===== config.mk =====
export PLATFORM = sky130hd
export DESIGN_NAME = inline_text_markup_decoder
export DESIGN_NICKNAME = d
export VERILOG_FILES = /design/src/rtl/itmd_pkg.sv /design/src/rtl/inline_text_markup_decoder.sv /design/src/rtl/itmd_cfg.sv /design/src/rtl/itmd_parse.sv /design/src/rtl/itmd_outq.sv
export SDC_FILE = /design/constraint.sdc
export NUM_CORES = 1
export LEC_CHECK = 0
export BUFFER_PORTS_ARGS = -buffer_cell sky130_fd_sc_hd__buf_2
export CORE_MARGIN = 4
export CORE_UTILIZATION = 43
export DETAILED_ROUTE_END_ITERATION = 10
export GPL_TIMING_DRIVEN = 1
export PLACE_DENSITY = 0.65
export SYNTH_ARGS = -nofsm -noshare
export SYNTH_HDL_FRONTEND = slang
export SYNTH_SLANG_ARGS = --single-unit

===== constraint.sdc =====
create_clock -name i_clk -period 15.1 [get_ports i_clk]
set_clock_uncertainty 0.1 [all_clocks]
set_input_delay 1.51 -clock i_clk [delete_from_list [all_inputs] [get_ports i_clk]]
set_output_delay 1.51 -clock i_clk [all_outputs]
set_load 0.02 [all_outputs]

===== src/rtl/itmd_pkg.sv =====
// Package for the inline text markup decoder.
// Holds the beat payload types, the configuration register map and the character constants.
// No dependencies.
`timescale 1ns / 1ps
`default_nettype none

package itmd_pkg;

    localparam int CHAR_BITS  = 16;
    localparam int SIZE_SLOTS = 3;
    localparam int CFG_IDX_W  = 3;
    localparam int CFG_DATA_W = 16;

    // Configuration register indexes.
    localparam logic [CFG_IDX_W-1:0] REG_START_FACE   = 3'd0;
    localparam logic [CFG_IDX_W-1:0] REG_START_BORDER = 3'd1;
    localparam logic [CFG_IDX_W-1:0] REG_START_ALPHA  = 3'd2;
    localparam logic [CFG_IDX_W-1:0] REG_START_SIZE   = 3'd3;
    localparam logic [CFG_IDX_W-1:0] REG_FONT_COUNT   = 3'd4;
    localparam logic [CFG_IDX_W-1:0] REG_SIZE_MAP     = 3'd5;

    // Register reset values.
    localparam logic [15:0] RST_START_FACE   = 16'hFFFF;
    localparam logic [15:0] RST_START_BORDER = 16'h0000;
    localparam logic [7:0]  RST_START_ALPHA  = 8'hFF;
    localparam logic [2:0]  RST_START_SIZE   = 3'd0;
    localparam logic [1:0]  RST_FONT_COUNT   = 2'd3;
    localparam logic [8:0]  RST_SIZE_MAP     = 9'd136;

    // Characters with a meaning to the parser.
    localparam logic [CHAR_BITS-1:0] CH_HASH = CHAR_BITS'(8'h23);
    localparam logic [CHAR_BITS-1:0] CH_I    = CHAR_BITS'(8'h49);
    localparam logic [CHAR_BITS-1:0] CH_A    = CHAR_BITS'(8'h41);
    localparam logic [CHAR_BITS-1:0] CH_S    = CHAR_BITS'(8'h53);
    localparam logic [CHAR_BITS-1:0] CH_F    = CHAR_BITS'(8'h46);
    localparam logic [CHAR_BITS-1:0] CH_B    = CHAR_BITS'(8'h42);
    localparam logic [CHAR_BITS-1:0] CH_CR   = CHAR_BITS'(8'h0D);
    localparam logic [CHAR_BITS-1:0] CH_0    = CHAR_BITS'(8'h30);
    localparam logic [CHAR_BITS-1:0] CH_9    = CHAR_BITS'(8'h39);

    localparam logic ITEM_GLYPH  = 1'b0;
    localparam logic ITEM_SPRITE = 1'b1;

    typedef struct packed {
        logic [15:0] start_face_color;
        logic [15:0] start_border_color;
        logic [7:0]  start_alpha;
        logic [2:0]  start_font_size;
        logic [1:0]  font_count;
        logic [8:0]  size_map;
    } t_cfg;

    typedef struct packed {
        logic [CHAR_BITS-1:0] char_code;
        logic                 text_start;
    } t_in_item;

    typedef struct packed {
        logic        item_kind;
        logic [15:0] item_code;
        logic [2:0]  font_size;
        logic [15:0] face_color;
        logic [15:0] border_color;
        logic [7:0]  alpha;
        logic        size_fault;
    } t_out_item;

    // Upper-case hex digit value; anything else counts as zero.
    function automatic logic [3:0] hex_value(input logic [CHAR_BITS-1:0] c);
        logic [3:0] v;
        v = 4'd0;
        if (c >= CH_0 && c <= CH_9) begin
            v = c[3:0];
        end else if (c >= CH_A && c <= CH_F) begin
            v = c[3:0] + 4'd9;
        end
        return v;
    endfunction

    // Three 4-bit components packed into RGB565 positions.
    function automatic logic [15:0] rgb_pack(input logic [11:0] v);
        return {v[11:8], 1'b0, v[7:4], 2'b00, v[3:0], 1'b0};
    endfunction

endpackage

`default_nettype wire


===== src/rtl/inline_text_markup_decoder.sv =====
// Inline text markup decoder: one text character per input beat, glyph or sprite beats out.
// Uses itmd_pkg, itmd_cfg, itmd_parse and itmd_outq.
//
// Input channel (i_in_valid / o_in_ready / i_in_item) carries one character per beat,
// with text_start marking the first character of a text. Output channel (o_out_valid /
// i_out_ready / o_out_item) carries glyphs and sprites with the attributes in force.
// Markup characters, carriage returns and digits other than a sprite's last give no beat.
// The configuration port writes one register per cycle with i_cfg_wr_en; new start values
// take effect at the next text start.
// A result beat is written into the result queue when its character is accepted.
// One character per cycle while o_in_ready is high, with combinational parser next state.
// A two-entry result queue decouples the sides, so a character is accepted while one
// result still waits; o_in_ready drops only when both queue entries are occupied.
// Reset (i_rst_n low, synchronous) restores register defaults, returns the parser to idle
// with the default attributes, and empties the result queue.
`timescale 1ns / 1ps
`default_nettype none

module inline_text_markup_decoder
    import itmd_pkg::*;
(
    input  wire logic                  i_clk,
    input  wire logic                  i_rst_n,
    input  wire logic                  i_cfg_wr_en,
    input  wire logic [CFG_IDX_W-1:0]  i_cfg_index,
    input  wire logic [CFG_DATA_W-1:0] i_cfg_wdata,
    input  wire logic                  i_in_valid,
    output logic                       o_in_ready,
    input  wire t_in_item              i_in_item,
    output logic                       o_out_valid,
    input  wire logic                  i_out_ready,
    output t_out_item                  o_out_item
);

    t_cfg      cfg;
    t_out_item res_item;
    logic      res_push;
    logic      q_full;
    logic      fire;

    assign o_in_ready = !q_full;
    assign fire       = i_in_valid && o_in_ready;

    itmd_cfg u_cfg (
        .i_clk       (i_clk),
        .i_rst_n     (i_rst_n),
        .i_cfg_wr_en (i_cfg_wr_en),
        .i_cfg_index (i_cfg_index),
        .i_cfg_wdata (i_cfg_wdata),
        .o_cfg       (cfg)
    );

    itmd_parse u_parse (
        .i_clk   (i_clk),
        .i_rst_n (i_rst_n),
        .i_cfg   (cfg),
        .i_fire  (fire),
        .i_item  (i_in_item),
        .o_push  (res_push),
        .o_item  (res_item)
    );

    itmd_outq u_outq (
        .i_clk   (i_clk),
        .i_rst_n (i_rst_n),
        .i_push  (fire && res_push),
        .i_item  (res_item),
        .o_full  (q_full),
        .o_valid (o_out_valid),
        .i_ready (i_out_ready),
        .o_item  (o_out_item)
    );

endmodule

`default_nettype wire


===== src/rtl/itmd_cfg.sv =====
// Configuration register file of the inline text markup decoder.
// Uses itmd_pkg for the register map and reset values.
`timescale 1ns / 1ps
`default_nettype none

module itmd_cfg
    import itmd_pkg::*;
(
    input  wire logic                  i_clk,
    input  wire logic                  i_rst_n,
    input  wire logic                  i_cfg_wr_en,
    input  wire logic [CFG_IDX_W-1:0]  i_cfg_index,
    input  wire logic [CFG_DATA_W-1:0] i_cfg_wdata,
    output t_cfg                       o_cfg
);

    t_cfg r_cfg;

    always_ff @(posedge i_clk) begin
        if (!i_rst_n) begin
            r_cfg.start_face_color   <= RST_START_FACE;
            r_cfg.start_border_color <= RST_START_BORDER;
            r_cfg.start_alpha        <= RST_START_ALPHA;
            r_cfg.start_font_size    <= RST_START_SIZE;
            r_cfg.font_count         <= RST_FONT_COUNT;
            r_cfg.size_map           <= RST_SIZE_MAP;
        end else if (i_cfg_wr_en) begin
            unique case (i_cfg_index)
                REG_START_FACE:   r_cfg.start_face_color   <= i_cfg_wdata;
                REG_START_BORDER: r_cfg.start_border_color <= i_cfg_wdata;
                REG_START_ALPHA:  r_cfg.start_alpha        <= i_cfg_wdata[7:0];
                REG_START_SIZE:   r_cfg.start_font_size    <= i_cfg_wdata[2:0];
                REG_FONT_COUNT:   r_cfg.font_count         <= i_cfg_wdata[1:0];
                REG_SIZE_MAP:     r_cfg.size_map           <= i_cfg_wdata[8:0];
                default: ;
            endcase
        end
    end

    assign o_cfg = r_cfg;

endmodule

`default_nettype wire


===== src/rtl/itmd_parse.sv =====
// Markup parser: holds parse state and current attributes, decodes one character per beat.
// Uses itmd_pkg for payload types, character constants and helper functions.
`timescale 1ns / 1ps
`default_nettype none

module itmd_parse
    import itmd_pkg::*;
(
    input  wire logic      i_clk,
    input  wire logic      i_rst_n,
    input  wire t_cfg      i_cfg,
    input  wire logic      i_fire,
    input  wire t_in_item  i_item,
    output logic           o_push,
    output t_out_item      o_item
);

    typedef enum logic [1:0] {
        PH_IDLE   = 2'd0,
        PH_HASH   = 2'd1,
        PH_DIGITS = 2'd2
    } t_phase;

    typedef enum logic [2:0] {
        CMD_I = 3'd0,
        CMD_A = 3'd1,
        CMD_S = 3'd2,
        CMD_F = 3'd3,
        CMD_B = 3'd4
    } t_cmd;

    t_phase      r_phase, n_phase, s_phase;
    t_cmd        r_cmd, n_cmd, s_cmd;
    logic [2:0]  r_left, n_left, s_left;
    logic [15:0] r_acc, n_acc, s_acc;
    logic [15:0] r_face, n_face, s_face;
    logic [15:0] r_border, n_border, s_border;
    logic [7:0]  r_alpha, n_alpha, s_alpha;
    logic [2:0]  r_size, n_size, s_size;
    logic        r_fault, n_fault, s_fault;

    logic [CHAR_BITS-1:0] c;
    logic [3:0]           idx;
    logic                 plain;

    assign c   = i_item.char_code;
    // The size index is the single digit of the size command.
    assign idx = hex_value(c);

    // Start-of-text restore applies before the character is decoded.
    always_comb begin
        if (i_item.text_start) begin
            s_phase  = PH_IDLE;
            s_cmd    = CMD_I;
            s_left   = 3'd0;
            s_acc    = 16'd0;
            s_face   = i_cfg.start_face_color;
            s_border = i_cfg.start_border_color;
            s_alpha  = i_cfg.start_alpha;
            s_size   = i_cfg.start_font_size;
            s_fault  = 1'b0;
        end else begin
            s_phase  = r_phase;
            s_cmd    = r_cmd;
            s_left   = r_left;
            s_acc    = r_acc;
            s_face   = r_face;
            s_border = r_border;
            s_alpha  = r_alpha;
            s_size   = r_size;
            s_fault  = r_fault;
        end
    end

    always_comb begin
        n_phase  = s_phase;
        n_cmd    = s_cmd;
        n_left   = s_left;
        n_acc    = s_acc;
        n_face   = s_face;
        n_border = s_border;
        n_alpha  = s_alpha;
        n_size   = s_size;
        n_fault  = s_fault;
        o_push   = 1'b0;
        plain    = 1'b0;

        o_item.item_kind    = ITEM_GLYPH;
        o_item.item_code    = c[15:0];
        o_item.font_size    = s_size;
        o_item.face_color   = s_face;
        o_item.border_color = s_border;
        o_item.alpha        = s_alpha;
        o_item.size_fault   = s_fault;

        unique case (s_phase)
            PH_DIGITS: begin
                n_acc  = {s_acc[11:0], hex_value(c)};
                n_left = (s_left != 3'd0) ? s_left - 3'd1 : 3'd0;
                if (n_left == 3'd0) begin
                    n_phase = PH_IDLE;
                    unique case (s_cmd)
                        CMD_I: begin
                            o_push           = 1'b1;
                            o_item.item_kind = ITEM_SPRITE;
                            o_item.item_code = n_acc;
                        end
                        CMD_A: n_alpha = n_acc[7:0];
                        CMD_S: begin
                            if (idx < {2'b00, i_cfg.font_count} && idx < 4'(SIZE_SLOTS)) begin
                                unique case (idx[1:0])
                                    2'd0:    n_size = i_cfg.size_map[2:0];
                                    2'd1:    n_size = i_cfg.size_map[5:3];
                                    2'd2:    n_size = i_cfg.size_map[8:6];
                                    default: n_size = s_size;
                                endcase
                            end else begin
                                n_fault = 1'b1;
                            end
                        end
                        CMD_F: n_face   = rgb_pack(n_acc[11:0]);
                        CMD_B: n_border = rgb_pack(n_acc[11:0]);
                        default: ;
                    endcase
                end
            end
            PH_HASH: begin
                n_phase = PH_DIGITS;
                n_acc   = 16'd0;
                priority if (c == CH_I) begin
                    n_cmd  = CMD_I;
                    n_left = 3'd4;
                end else if (c == CH_A) begin
                    n_cmd  = CMD_A;
                    n_left = 3'd2;
                end else if (c == CH_S) begin
                    n_cmd  = CMD_S;
                    n_left = 3'd1;
                end else if (c == CH_F) begin
                    n_cmd  = CMD_F;
                    n_left = 3'd3;
                end else if (c == CH_B) begin
                    n_cmd  = CMD_B;
                    n_left = 3'd3;
                end else begin
                    // Unknown letter: the hash is dropped and the letter decoded as text.
                    n_phase = PH_IDLE;
                    n_acc   = s_acc;
                    plain   = 1'b1;
                end
            end
            default: plain = 1'b1;
        endcase

        if (plain) begin
            if (c == CH_HASH) begin
                n_phase = PH_HASH;
            end else if (c != CH_CR) begin
                o_push = 1'b1;
            end
        end
    end

    always_ff @(posedge i_clk) begin
        if (!i_rst_n) begin
            r_phase  <= PH_IDLE;
            r_cmd    <= CMD_I;
            r_left   <= 3'd0;
            r_acc    <= 16'd0;
            r_face   <= RST_START_FACE;
            r_border <= RST_START_BORDER;
            r_alpha  <= RST_START_ALPHA;
            r_size   <= RST_START_SIZE;
            r_fault  <= 1'b0;
        end else if (i_fire) begin
            r_phase  <= n_phase;
            r_cmd    <= n_cmd;
            r_left   <= n_left;
            r_acc    <= n_acc;
            r_face   <= n_face;
            r_border <= n_border;
            r_alpha  <= n_alpha;
            r_size   <= n_size;
            r_fault  <= n_fault;
        end
    end

    a_digits_pending: assert property (@(posedge i_clk) disable iff (!i_rst_n)
        (r_phase == PH_DIGITS) |-> (r_left != 3'd0 && r_left <= 3'd4))
        else $error("digit phase without digits left");

    a_idle_no_digits: assert property (@(posedge i_clk) disable iff (!i_rst_n)
        (r_phase != PH_DIGITS) |-> (r_left == 3'd0))
        else $error("digits left outside digit phase");

    a_fault_sticky: assert property (@(posedge i_clk) disable iff (!i_rst_n)
        ($past(r_fault) && !$past(i_fire && i_item.text_start)) |-> r_fault)
        else $error("fault flag cleared without text start");

endmodule

`default_nettype wire


===== src/rtl/itmd_outq.sv =====
// Two-entry result queue between the parser and the output channel.
// Uses itmd_pkg for the result payload type.
`timescale 1ns / 1ps
`default_nettype none

module itmd_outq
    import itmd_pkg::*;
(
    input  wire logic      i_clk,
    input  wire logic      i_rst_n,
    input  wire logic      i_push,
    input  wire t_out_item i_item,
    output logic           o_full,
    output logic           o_valid,
    input  wire logic      i_ready,
    output t_out_item      o_item
);

    t_out_item  r_mem [2];
    logic       r_wr_ptr;
    logic       r_rd_ptr;
    logic [1:0] r_count;
    logic       pop;

    assign pop     = o_valid && i_ready;
    assign o_valid = (r_count != 2'd0);
    assign o_full  = (r_count == 2'd2);
    assign o_item  = r_mem[r_rd_ptr];

    always_ff @(posedge i_clk) begin
        if (i_push) begin
            r_mem[r_wr_ptr] <= i_item;
        end
    end

    always_ff @(posedge i_clk) begin
        if (!i_rst_n) begin
            r_wr_ptr <= 1'b0;
            r_rd_ptr <= 1'b0;
            r_count  <= 2'd0;
        end else begin
            if (i_push) begin
                r_wr_ptr <= ~r_wr_ptr;
            end
            if (pop) begin
                r_rd_ptr <= ~r_rd_ptr;
            end
            r_count <= r_count + {1'b0, i_push} - {1'b0, pop};
        end
    end

    a_count_range: assert property (@(posedge i_clk) disable iff (!i_rst_n)
        r_count <= 2'd2)
        else $error("result queue count out of range");

    a_no_overflow: assert property (@(posedge i_clk) disable iff (!i_rst_n)
        !(i_push && r_count == 2'd2))
        else $error("push into full result queue");

    a_ptr_match: assert property (@(posedge i_clk) disable iff (!i_rst_n)
        (r_count == 2'd0 || r_count == 2'd2) |-> (r_wr_ptr == r_rd_ptr))
        else $error("queue pointers disagree with count");

endmodule

`default_nettype wire


==> Word-level counts from Yosys, hierarchy flattened <==
Memories as Yosys holds them, arrays and structs flattened. A register that Yosys moved wholly into a read port is not among the register bits.
Index checks and enable logic that the tools add are counted.
{ "op_classes": {"addsub": 4, "magnitude_cmp": 6, "n_eq_ne": 21, "muxes": 76, "n_bitwise": 2, "reduce_logical": 19} }
{ "ops": {"columns": ["operator", "count"], "rows": [
  ["two-way mux 16 bit", 14],
  ["== test 16 x 7 -> 1 bit (second input constant)", 5],
  ["two-way mux 3 bit", 19],
  ["two-way mux 17 bit", 3],
  ["two-way mux 8 bit", 4],
  ["case mux 16 bit (2 select lines)", 1],
  ["two-way mux 1 bit", 20],
  ["two-way mux 2 bit", 9],
  ["== test 16 x 6 -> 1 bit (second input constant)", 1],
  ["greater-or-equal comparator 16 x 6 -> 1 bit (second input constant)", 1],
  ["greater-or-equal comparator 16 x 7 -> 1 bit (second input constant)", 1],
  ["<= comparator 16 x 6 -> 1 bit (second input constant)", 1],
  ["<= comparator 16 x 7 -> 1 bit (second input constant)", 1],
  ["inequality test 16 x 4 -> 1 bit (second input constant)", 1],
  ["== test 3 x 2 -> 1 bit (second input constant)", 4],
  ["AND reduction 2 bit", 6],
  ["== test 3 bit (second input constant)", 3],
  ["logical NOT 3 bit", 3],
  ["case mux 3 bit (3 select lines)", 1],
  ["two-way mux 4 bit", 2],
  ["== test 2 bit (second input constant)", 3],
  ["== test 3 x 1 -> 1 bit (second input constant)", 2],
  ["logical AND 1 bit", 6],
  ["case mux 3 bit (2 select lines)", 1],
  ["other kinds (14)", 16]
]} }
{ "totals": {"reg_bits": 126, "ram_bits": 122, "input_bits": 41, "output_inout_bits": 63, "elab_cells": 147, "mem_count": 1} }
{ "mem_list": {"columns": ["memory", "words", "word_bits", "rd", "rd_ports_with_merged_regs", "write_ports", "line", "rtl"], "rows": [
  ["u_outq.r_mem", 2, 61, 1, 1, 1, "itmd_outq.sv:19", "t_out_item r_mem [2];"]
]} }

==> Longest topological paths before layout <==
Gate-level depths: netlist of run 1.
{ "logic_depth": {"depth_word": 12, "ltp_mapped": 17, "mapped_depth_nobuf": 14} }

==> Cells and area by module <==
Synthesis of run 1 repeated with hierarchy kept, for this count alone.
{ "unflattened": {"cells_unflattened": 994, "hier_area_um2": 11591.1} }
{ "by_module_without_submodules": {"columns": ["mod", "n_inst", "cells_per_inst", "area_each_um2", "seq_area_each_um2"], "rows": [
  ["itmd_outq", 1, 213, 4951.0, 3763.6],
  ["itmd_parse", 1, 560, 4403.0, 1281.2],
  ["itmd_cfg", 1, 218, 2218.4, 1081.0],
  ["inline_text_markup_decoder", 1, 3, 18.8, 0.0]
]} }

==> Least setup slack after synthesis of run 1 <==
Ideal clock, no wire load.
{ "synth_path": {"path_kind": "input-to-reg", "start": "input port i_in_item[0] (netlist name)", "end": "memory u_outq.r_mem[0][0] (netlist name) (enable)", "setup_time_ps": 480, "arrival_ps": 5933, "setup_slack_ps": 8586, "path_stages": 11, "path_buffers": 3, "path_cell_list": "clkbuf_1 > clkbuf_1 > inv_1 > clkbuf_1 > nand2_1 > ha_1 > inv_1 > a21oi_1 > and2_1 > o31ai_4 > nor2_1"} }
{ "synth_via": {"elab_chain_cells": 12, "elab_cells_between_ends": 20, "cone_classes": "add/sub (1); eq/ne (2); mux (13); reduce/logical (4)"} }
{ "synth_rtl": {"columns": ["item", "line", "rtl"], "rows": [
  ["start: declaration", "inline_text_markup_decoder.sv:29", "input wire t_in_item i_in_item,"],
  ["two-way mux 3 bit", "itmd_parse.sv:52", "if (i_item.text_start) begin"],
  ["subtractor 3 x 1 -> 3 bit or nonzero test 3 bit (tied branches)", "itmd_parse.sv:99", "n_left = (s_left != 3'd0) ? s_left - 3'd1 : 3'd0;"],
  ["two-way mux 3 bit", "itmd_parse.sv:99", null],
  ["logical NOT 3 bit", "itmd_parse.sv:100", "if (n_left == 3'd0) begin"],
  ["two-way mux 1 bit", "itmd_parse.sv:100", null],
  ["two-way mux 1 bit", "itmd_parse.sv:96", "unique case (s_phase)"],
  ["two-way mux 1 bit", "itmd_parse.sv:158", "end else if (c != CH_CR) begin"],
  ["two-way mux 1 bit", "itmd_parse.sv:156", "if (c == CH_HASH) begin"],
  ["two-way mux 1 bit (*)", "itmd_parse.sv:155", "if (plain) begin"],
  ["logical AND 1 bit (*)", "inline_text_markup_decoder.sv:66", ".i_push (fire && res_push),"],
  ["two-way mux 1 bit (*)", "itmd_outq.sv:31", "if (i_push) begin"],
  ["two-way mux 1 bit (implied by the code) (*)", "itmd_outq.sv:32", "r_mem[r_wr_ptr] <= i_item;"],
  ["end: declaration", "itmd_outq.sv:19", null]
]} }
Every way passes the cells marked *; elsewhere a longest branch is shown, timed or not.

==> Final worst setup path of run 1 <==
{ "layout_path": {"start": "input port i_in_item[0] (netlist name)", "end": "memory u_outq.r_mem[1][46] (netlist name) (enable)"} }
The elaborated chain is that of the path after synthesis.

==> results of run 1 <==
-- per-layer routing --
layer | wire, µm | share of wire | GRT usage | vias up
li1 | - | - | - | 3648
met3 | 1389 | 0.054 | 0.02809 | 43
met2 | 12220 | 0.48 | 0.2951 | 212
met5 | 0 | 0 | 0 | -
met1 | 11410 | 0.45 | 0.2490 | 3674
met4 | 561 | 0.022 | 0.04950 | 0
-- state kept, by name (all words and copies together) (netlist names), named ones only --
name              count
u_parse.r_left        3
u_cfg.o_cfg          54
u_parse.r_alpha       8
u_outq.r_rd_ptr       1
u_parse.r_phase       2
u_parse.r_border     16
u_parse.r_fault       1
u_outq.r_count        2
u_parse.r_face       16
u_parse.r_cmd         3
u_parse.r_size        3
u_outq.r_wr_ptr       1
u_outq.r_mem        122
u_parse.r_acc        12
-- tightest hold or removal path, cell delays in order, from the launching register on --
cell,delay [ps]
dfxtp_1,300
nand2_1,50
a21oi_1,50
-- power by group --
group          switching, mW  internal (mW)  total, mW
Sequential            0.0188          0.777      0.796
Clock                  0.251          0.374      0.625
Combinational          0.243          0.138      0.381
Total                  0.513           1.29       1.80
-- cells by family (layout without fill, tap and decap cells) --
kind of cell | after synthesis | count (layout) | synth area share
AO/OA/AOI/OAI | 149 | 149 | 0.09415
buffers and inverters | 74 | 180 | 0.02690
AND/OR/NAND/NOR | 336 | 336 | 0.1434
adder cells (fa/ha/maj) | 10 | 10 | 0.01170
multiplexers | 144 | 144 | 0.1480
XOR/XNOR | 4 | 4 | 0.003275
flip-flops | 245 | 245 | 0.5726
-- cells in the mapped netlist (2+ instances only) --
| cell type | instances |
|---|---|
| nand2_1 | 173 |
| dfxtp_1 | 123 |
| edfxtp_1 | 122 |
| mux2_2 | 113 |
| nand3_1 | 57 |
| clkbuf_1 | 52 |
| a21oi_1 | 48 |
| nor2_1 | 44 |
| mux2i_1 | 31 |
| o211ai_1 | 24 |
| o21ai_0 | 21 |
| nor2b_1 | 15 |
| inv_1 | 14 |
| a22o_1 | 13 |
| and2_1 | 10 |
| ha_1 | 10 |
| a211oi_1 | 8 |
| o21ai_1 | 7 |
| and3_1 | 6 |
| nand2b_1 | 6 |
| nor3_1 | 6 |
| o32ai_1 | 4 |
| a22oi_1 | 3 |
| buf_1 | 3 |
| o22a_1 | 3 |
| xnor2_1 | 3 |
| a21o_1 | 2 |
| buf_2 | 2 |
| nor4_2 | 2 |
| o22ai_1 | 2 |
| or2_2 | 2 |
| or3_1 | 2 |
-- worst max-delay path by stage --
stage,startpoint,endpoint,slack [ps],depth (start not counted)
finish,i_in_item[0],u_outq.r_mem[1][46],9820,11
global route,i_in_item[0],u_outq.r_mem[1][11],9530,11
CTS,i_in_item[0],u_outq.r_mem[1][46],9810,11
detailed placement,i_in_item[0],u_outq.r_mem[1][11],9300,11
global placement,i_in_item[0],u_outq.r_mem[1][11],9480,11
floorplan,i_in_item[0],u_outq.r_mem[0][0],8590,11
-- cell type report --
| cell class | instances | share of cell area |
|---|---|---|
| Sequential cell | 245 | 0.4954 |
| Inverter | 16 | 0.004856 |
| Tap cell | 324 | 0.03278 |
| Multi-Input combinational cell | 643 | 0.3486 |
| Clock inverter | 12 | 0.009611 |
| Timing Repair Buffer | 116 | 0.04957 |
| Clock buffer | 36 | 0.05909 |
-- layout by cell type (no fill, tap or decap), types with 10 or more instances in the layout --
cell type	synthesis	layout
nand2_1	173	172
dfxtp_1	123	122
edfxtp_1	122	122
mux2_2	113	113
buf_2	2	103
nand3_1	57	57
a21oi_1	48	48
nor2_1	44	42
mux2i_1	31	31
clkbuf_16	0	28
o211ai_1	24	24
o21ai_0	21	21
nor2b_1	15	15
inv_1	14	14
a22o_1	13	13
buf_4	0	13
and2_1	10	10
ha_1	10	10
==> summary.txt, run 1 <==
Run
  – Maxcap violations: 0

Timing
  – Final WS setup: about 10000 ps
  – Max-slew violations: 0
  – Final setup fails: 0
  – Setup TNS: 0 ps
  – Fin crit period: around 5300 ps
  – Worst-case hold slack: between 300 and 400 ps
  – RSZ-0062 raised after global routing: false
  – Slew HR: 0.2002
  – Final period util: 0.3498
  – Tightest Pin Transition: 1193 ps
  – Max Freq: roughly 190 MHz
  – Final Hold Vio Count: 0

Clocking
  – Post-CTS setup buffers: 0
  – CTS sink cnt: 245
  – Clock latency on the worst-skew pair: between 500 and 600 ps
  – TritonCTS clock tree: yes
  – CTS clock-pin slew for the worst setup and hold paths: 60 ps
  – CTS Hold Bufs: 0
  – Deepest level of the CTS H-tree: 1
  – CTS root buf: clkbuf_16
  – TritonCTS buffer count: 26
  – Clock buffer depth: 3
  – Resized cells post-CTS: 0

Min path
  – HP Class: reg -> reg
  – Hold depth: 2
  – Hold path start: u_parse.r_border[9]
  – Worst hold path endpoint: u_parse.r_border[9]

Layout
  – Share of layout cells above drive strength 1: 0.2697
  – Area grow syn2layout: 15.60%
  – Final instance area: between 0.01 and 0.015 mm²
  – Fillcell total: 2255
  – Multi-input gate area: 0.004312 mm²
  – Final core occ: 0.5070
  – Final nets: 1099
  – Post-Layout Cell Count: approximately 1400
  – ANT cells: 0
  – Sequential Area: between 0.006 and 0.007 mm²

Floorplanning
  – Core Region: roughly 0.024 mm²
  – Die footprint: between 0.02 and 0.03 mm²
  – # rows: 57
  – Die Ht: approximately 170 µm
  – Initial Util: 0.4386
  – Die X-Extent: 165.7 µm
  – I/O Pins: ~100

Detailed routing
  – Vias: roughly 7600
  – Pre-antenna DRT Iters: 5
  – Vias per Instance: 5.443
  – WL per Instance: about 18 µm
  – WL final: between 20 and 30 mm
  – Starting DRT DRC Count: between 500 and 600
  – DRC: 0
  – Final ANT Viol Nets: 0

Setup path
  – Kind of critical path: in -> reg
  – Worst r2r src: u_parse.r_phase[0]
  – CP Max Fanout: 61
  – Reg2Reg Setup Slack: ~12000 ps
  – Worst reg2reg path depth: 9
  – Critical Path Sink Type: flop
  – Crit path buf inv count: 5
  – Slowest Stage Delay on Critical Path: just over 600 ps
  – Worst Path Arrival: ~5300 ps
  – Cell breakdown of the critical path: buf_2, buf_4, inv_1, nand2_1, ha_1, inv_1, a21oi_1, and2_1, o31ai_4, nor2_4, buf_4
  – Element type at the critical path start: input pin
  – WP data required: 15140 ps
  – Slowest-stage cell, CP: buf_4
  – CP top delay family: buffers and inverters
  – R2R Path End: u_outq.r_mem[1][46]

Global routing
  – Largest net degree at the start of global routing: 68
  – First-pass GRT wire length: about 41 mm
  – Vias in the first global route: around 7400
  – Grt ovf: 0
  – Global Route Usage Sum: 0.1796
  – Initial antenna violation count: 0

Synthesis
  – Synth top area share: 0.3425
  – Ys Warns: 0
  – Number of synthesized flops with an enable pin: 122
  – Post-synth top area cell: edfxtp_1
  – Syn Area/Cell: ~11 µm²
  – Area contributors post-synth: edfxtp_1, dfxtp_1, mux2_2
  – Yosys reg bits: around 250
  – Sequential area share after synthesis: 0.5726
  – Cells after synthesis: around 960
  – Netlist cell types: 63
  – Netlist Area Pre-Place: approximately 0.011 mm²
  – Top FF cell, synth: dfxtp_1
  – Syn nets: approximately 1000
  – Async SR Flop Fraction: 0

Placed design
  – Placed cells: 1344
  – PortBufs: slightly above 100
  – Gpl congestion: just over 0.9
  – Placed cell area: approximately 0.012 mm²
  – HPWL after DPL: roughly 17 mm
  – Setup Slack @ Placement: roughly 9300 ps

Status
  – Status: complete, no violations

Power and ir drop
  – VDD IR max: 0.00006212 V
  – PwrDens: roughly 150 mW/mm²
  – Total power: between 1.5 and 2 mW
  – Static leakage: approximately 4.5 nW
Note: power is estimated with default switching activity, not from simulation.
==> run 2, diff against run 1 <==
Clock period 15.1 ns to 5.4 ns, I/O delays scaled along.
==> summary.txt, run 2 (synthesis gave the netlist of run 1 again) <==
Timing
  – Setup TNS: 0 ps
  – Worst-case hold slack: roughly 190 ps
  – Final setup fails: 0
  – Max-slew violations: 0
  – Tightest Pin Transition: between 1000 and 1500 ps
  – Max Freq: a little under 300 MHz
  – Slew HR: 0.2485
  – RSZ-0062 raised after global routing: false
  – Final WS setup: between 1500 and 2000 ps
  – Final Hold Vio Count: 0
  – Final period util: 0.6319
  – Fin crit period: ~3400 ps

Setup path
  – WP data required: about 5700 ps
  – Worst Path Arrival: between 3000 and 4000 ps
  – Crit path buf inv count: 3
  – Critical Path Sink Type: flop
  – Slowest-stage cell, CP: nand3_1
  – CP Max Fanout: 21
  – Kind of critical path: in -> reg
  – Reg2Reg Setup Slack: 2240 ps
  – Slowest Stage Delay on Critical Path: just under 900 ps
  – Cell with the most instances on the worst path: inv_1
  – Element type at the critical path start: input pin
  – CP top delay family: simple AND/OR/NAND/NOR gates
  – Cell breakdown of the critical path: buf_2, inv_1, nand2_1, inv_1, ha_1, nand2b_1, nor4_1, nand3_1, a211oi_1, o21ai_0

Floorplanning
  – Die Ht: ~170 µm
  – Die X-Extent: 165.7 µm
  – # rows: between 50 and 60
  – Die footprint: around 0.027 mm²
  – I/O Pins: ~100
  – Initial Util: 0.4386
  – Core Region: about 0.024 mm²

Detailed routing
  – Vias: 7668
  – WL per Instance: slightly below 20 µm
  – DRC: 0
  – Final ANT Viol Nets: 0
  – Starting DRT DRC Count: 537
  – WL final: around 27 mm
  – Vias per Instance: ~5.5
  – Pre-antenna DRT Iters: 5

Global routing
  – Largest net degree at the start of global routing: 68
  – Vias in the first global route: just under 8000
  – Initial antenna violation count: 0
  – Grt ovf: 0
  – First-pass GRT wire length: approximately 42 mm
  – Global Route Usage Sum: 0.1893

Status
  – Status: complete, no violations

Layout
  – Area grow syn2layout: 16.60%
  – Final core occ: 0.5114
  – Fillcell total: approximately 2200
  – Share of layout cells above drive strength 1: 0.2699
  – ANT cells: 0
  – Max reg flops: between 100 and 150
  – Final nets: roughly 1100
  – Most flop-heavy register: u_outq.r_mem
  – Post-Layout Cell Count: 1391
  – Most frequent cells in the layout: nand2_1, dfxtp_1, edfxtp_1, mux2_2, buf_2
  – Commonest non-fill, non-tap cell in the layout: nand2_1
  – Final instance area: 0.01247 mm²

Clocking
  – CTS root buf: clkbuf_16
  – TritonCTS clock tree: yes
  – Resized cells post-CTS: 0
  – Clock latency on the worst-skew pair: approximately 520 ps
  – CTS clock-pin slew for the worst setup and hold paths: around 60 ps
  – TritonCTS buffer count: 26
  – Clock buffer depth: 3
  – Deepest level of the CTS H-tree: 1
  – Post-CTS setup buffers: 0
  – CTS Hold Bufs: 0
  – CTS sink cnt: about 250

Run
  – Maxcap violations: 0

Placed design
  – Placed cells: between 1000 and 1500
  – Gpl congestion: between 0.8 and 0.9
  – HPWL after DPL: about 17 mm
  – PortBufs: 103
  – Placed cell area: about 0.012 mm²
  – Setup Slack @ Placement: 1476 ps

Power and ir drop
  – PwrDens: 421.2 mW/mm²
  – Static leakage: about 4.5 nW
  – Total power: ~5.3 mW
  – VDD IR max: 0.0002239 V

Min path
  – HP Class: in -> reg
-- run 2: cell types whose count changed in the layout (fill, tap and decap cells not counted), sizes merged --
cell      change
bufinv        +4
clkbuf        -2
buf           -1
clkinvlp      -1
inv           -1
-- run 2: layout make-up --
type	count	area (µm²)	area share
flip-flops and latches	245	6127	0.4912
multi-input cells	643	4312	0.3457
clock buffers	34	721.9	0.05788
repair buffers	115	630.6	0.05056
well taps	324	405.4	0.03250
clock inverters	14	216.5	0.01735
inverters	16	60.06	0.004815
-- run 2: layer usage --
metal  routed length (µm)  vias up  track usage
met4                  599        0      0.04555
met5                    0        -            0
li1                     -     3626            -
met1                11760     3772       0.2555
met2                13100      225       0.3242
met3                 1298       45      0.02737
-- run 2: power breakdown --
| part | leakage, nW | switching (mW) | total [mW] | internal (mW) |
|---|---|---|---|---|
| clock | 0.462 | 0.713 | 1.94 | 1.22 |
| sequential | 2.08 | 0.0952 | 2.27 | 2.17 |
| combinational | 2.00 | 0.653 | 1.05 | 0.397 |
| total | 4.55 | 1.46 | 5.25 | 3.79 |
-- run 2: tightest hold or removal path, stage by stage --
cell and delay [ps]:
buf_2 110, nand2_1 50, nand3_1 70
-- run 2: worst paths after layout --
path	from	endpoint	cells after the start
max	i_in_item[0]	u_parse.r_face[10]	10
max reg2reg	u_parse.r_phase[0]	u_outq.r_mem[0][24]	9
min reg2reg	u_parse.r_border[11]	u_parse.r_border[11]	2
min	i_cfg_wdata[9]	u_cfg.o_cfg[47]	3
